<file path="src/bpa_ram.sv">
// generic single port synchronous ram with registered read
// no dependencies
module bpa_ram #(
    parameter int WIDTH = 64,
    parameter int DEPTH = 64
) (
    input  logic                     i_clk,
    input  logic                     i_we,
    input  logic [$clog2(DEPTH)-1:0] i_addr,
    input  logic [WIDTH-1:0]         i_wdata,
    output logic [WIDTH-1:0]         o_rdata
);
    logic [WIDTH-1:0] r_mem [DEPTH];
    always_ff @(posedge i_clk) begin
        if (i_we) begin
            r_mem[i_addr] <= i_wdata;
        end
        o_rdata <= r_mem[i_addr];
    end
endmodule

</file>
<file path="config.mk">
export PLATFORM = sky130hd
export DESIGN_NAME = bpa_ram
export DESIGN_NICKNAME = d
export VERILOG_FILES = /design/src/bpa_ram.sv
export SDC_FILE = /design/constraint.sdc
export NUM_CORES = 2
export LEC_CHECK = 0
export BUFFER_PORTS_ARGS = -buffer_cell sky130_fd_sc_hd__buf_2
export CAP_MARGIN = 20
export CORE_MARGIN = 4
export CORE_UTILIZATION = 47
export CTS_BUF_LIST = sky130_fd_sc_hd__clkbuf_2
export DETAILED_ROUTE_END_ITERATION = 8
export SETUP_SLACK_MARGIN = 0.4
export SLEW_MARGIN = 20
export SYNTH_ARGS = -nofsm -noshare
export SYNTH_HDL_FRONTEND = slang
export SYNTH_SLANG_ARGS = --single-unit
</file>
<file path="constraint.sdc">
create_clock -name i_clk -period 4.9 [get_ports i_clk]
set_clock_uncertainty 0.2 [all_clocks]
set_input_delay 0.49 -clock i_clk [delete_from_list [all_inputs] [get_ports i_clk]]
set_output_delay 0.49 -clock i_clk [all_outputs]
set_load 0.05 [all_outputs]
</file>
==> flow_metrics.tcl <==
set metrics [dict create \
    outcome "complete, no violations" \
    clk_pin_slew_worst_paths_ns 0.10 \
    yosysMostFrequentCell "edfxtp_1" \
    path_class "in2reg" \
    cp.arrival_ns 6.37 \
    first_iter_violations 13924 \
    yosysSeqAreaShare_pct 79.9 \
    leakagePower_nw 57.2 \
    fp.dieW_um 583 \
    async_flop_share_pct 0 \
    synth.area.top_cells "edfxtp_1 (79%), a221oi_1 (3.6%), a22oi_1 (3.3%)" \
    cts_buffers 1100 \
    antenna_found_initial 27 \
    hold_class "in2reg" \
    cts_tree "done" \
    die_h_um 583 \
    startpoint "i_addr[2]" \
    relSlewSlack_pct 18.6 \
    grt_max_degree 119 \
    powerDensity_nw_per_um2 376 \
    drt_pass1_iterations 9 \
    wl_mm 508 \
    wl_per_cell_um 34.2 \
    min_from "i_wdata[1]" \
    reg2reg_depth 9 \
    worstSetupStartpointType "primary input" \
    synth_edf_count 4096 \
    finalHoldViolCount 0 \
    die_area_um2 340000 \
    power_frac_seq_pct 59.8 \
    synth_largest_area_cell "edfxtp_1" \
    avgSynthCellArea_um2 18.0 \
    initial_core_util_pct 47.4 \
    timing.fmax_ghz 0.223 \
    via_per_inst 6.50 \
    min_path_cells 5 \
    clkPwrFrac_pct 33.5 \
    combPwrFrac_pct 6.7 \
    rows 210 \
    place_congestion 0.837 \
    synth_cell_type_count 57 \
    cts_buffer_depth 5 \
    grt_pass1_wl_mm 705 \
    maxCapViolCount 0 \
    ant_nets 0 \
    tightest_slew_ns 1.22 \
    yosys_register_bits 4160 \
    ys_top_cells_by_count "edfxtp_1 (4096), a22oi_1 (684), a221oi_1 (636)" \
    cts-htree-levels 7 \
    dp_hpwl_mm 253 \
    cellInternalPower_mw 49.4 \
    core_um2 328000 \
    vias 96323 \
    route.detailed.drc 0 \
    root_buffer "clkbuf_2" \
    ys.flop_type "edfxtp_1" \
    place_area_um2 163000 \
    switching_power_mw 16.8 \
    grt_usage_pct 29.3 \
    pre_cts_ws_ns 0.518 \
    area_growth_pct 13.1 \
    postLayoutCellArea_um2 176000 \
    slew_violations 0 \
    totalPowerFinal_mw 66.1 \
    fin_crit_ns 4.48 \
    grt_pass1_vias 95543 \
    syn_nets 8691 \
    crit_fanout 53 \
    yosysTopAreaCellShare_pct 79.1 \
    grt-ovfl-total 0 \
    synth_warnings 0 \
    portBuffers 135 \
    end_kind "flip-flop" \
    io_pins 136 \
    r2r_start "r_mem[46][2]" \
    synthesis.area_um2 155000 \
    layout-drive-gt1-share_pct 23.9 \
    required_ns 6.79 \
    swShare_pct 25.4 \
    finalWorstSetupSlack_ns 0.425 \
    synth_cells 8619 \
    setup_viol 0 \
    period_share_pct 91.3 \
    worst_ir_drop_vdd_uv 253 \
    nets 9906 \
    cts.sinks 4160 \
    clk_latency_ns 2.22 \
    fillCellCount 26357 \
    grt_setup_unrepaired "false" \
]
## timing repair
item / in CTS / in global routing
endpoints found under the setup margin: 0 / 1
endpoints found under the hold margin: 8256 / 0
hold buffers: 303 / 0
resized for setup: 0 / 6
setup buffers: 0 / 10
## registers in the layout (all words and copies together) (netlist names)
register / count
r_mem: 4096
o_rdata: 64
## power by group through the flow
stage          Sequential [mW]  Clock [mW]  Combinational (mW)
4_1_cts                   39.5        22.6                4.37
5_1_grt                   39.5        24.6                4.63
3_5_place_dp              40.4           0                3.99
6_report                  39.5        22.2                4.44
3_3_place_gp              40.4           0                3.93
2_1_floorplan             40.5           0                1.83
## final timing paths
check	endpoint	slack [ns]
hold reg to reg	o_rdata[55]	0.36
setup reg to reg	o_rdata[2]	0.54
setup / recovery	o_rdata[2]	0.42
hold / removal	r_mem[5][1]	0.27
## worst max-delay path, cell delays in order
cell           delay (ns)
dlygate4sd3_1        0.52
dlygate4sd3_1        0.58
buf_8                0.14
buf_16               0.18
buf_16               0.25
nor2b_4              0.16
buf_12               0.24
a221oi_2             0.29
o221ai_1             0.19
dlygate4sd3_1        0.64
o211ai_1             0.12
dlygate4sd3_1        0.60
a21oi_1              0.07
dlygate4sd3_1        0.59
or4_1                0.58
dlygate4sd3_1        0.62
## metrics by stage
step	hold WS [ns]	utilization [%]	setup TNS [ns]	instances
after floorplan	0.359	-	-842.61	8619
after global placement	0.393	49.6	0	12759
after detailed placement	0.402	49.6	0	12760
after CTS	0.00334	53.5	0	14796
after global routing	0.126	53.6	0	14818
final	0.271	53.6	0	14828
## placed cells by master, fill, tap and decap left out, drive strengths merged, types with 8 or more instances in the layout
cell,instances
a221oi,637
clkbuf,1550
diode,17
mux2,204
a221o,30
a222oi,28
o2111ai,27
clkinv,155
buf,530
nor4,58
dlygate4sd3,234
dfxtp,64
o21ai,140
a211oi,33
mux2i,337
o2111a,30
o221ai,13
nor2,304
edfxtp,4096
a22oi,684
nor3,25
mux4,63
a21oi,210
nand2,311
nand3b,30
a311oi,27
o22ai,506
nor2b,8
inv,28
nand4,36
## metal layers
| metal | vias up | routed length (µm) | track usage (%) |
|---|---|---|---|
| met5 | - | 8 | 0 |
| met4 | 2 | 22200 | 14.4 |
| met3 | 1203 | 58700 | 7.96 |
| met2 | 6761 | 236000 | 45.3 |
| met1 | 49210 | 190000 | 38.5 |
| li1 | 39147 | - | - |
## layout make-up
| cell class | count | area [µm²] | area share (%) |
|---|---|---|---|
| sequential | 4160 | 124000 | 70.7 |
| multi-input combinational | 3801 | 28900 | 16.4 |
| tap | 4346 | 5440 | 3.09 |
| clock inverter | 187 | 915 | 0.520 |
| timing repair buffer | 768 | 8550 | 4.86 |
| clock buffer | 1546 | 7740 | 4.40 |
| inverter | 3 | 28.8 | 0.0164 |
| antenna | 17 | 42.5 | 0.0242 |
## kinds of logic after synthesis
logic type | after synthesis | share of synthesized area, %
DFF | 4160 | 79.9
AOI/OAI and AO/OA | 2389 | 11.3
and+or+nand+nor | 808 | 2.28
buffers and inverters | 658 | 1.89
muxes | 604 | 4.56
No activity file was read; power rests on OpenSTA's default activity.
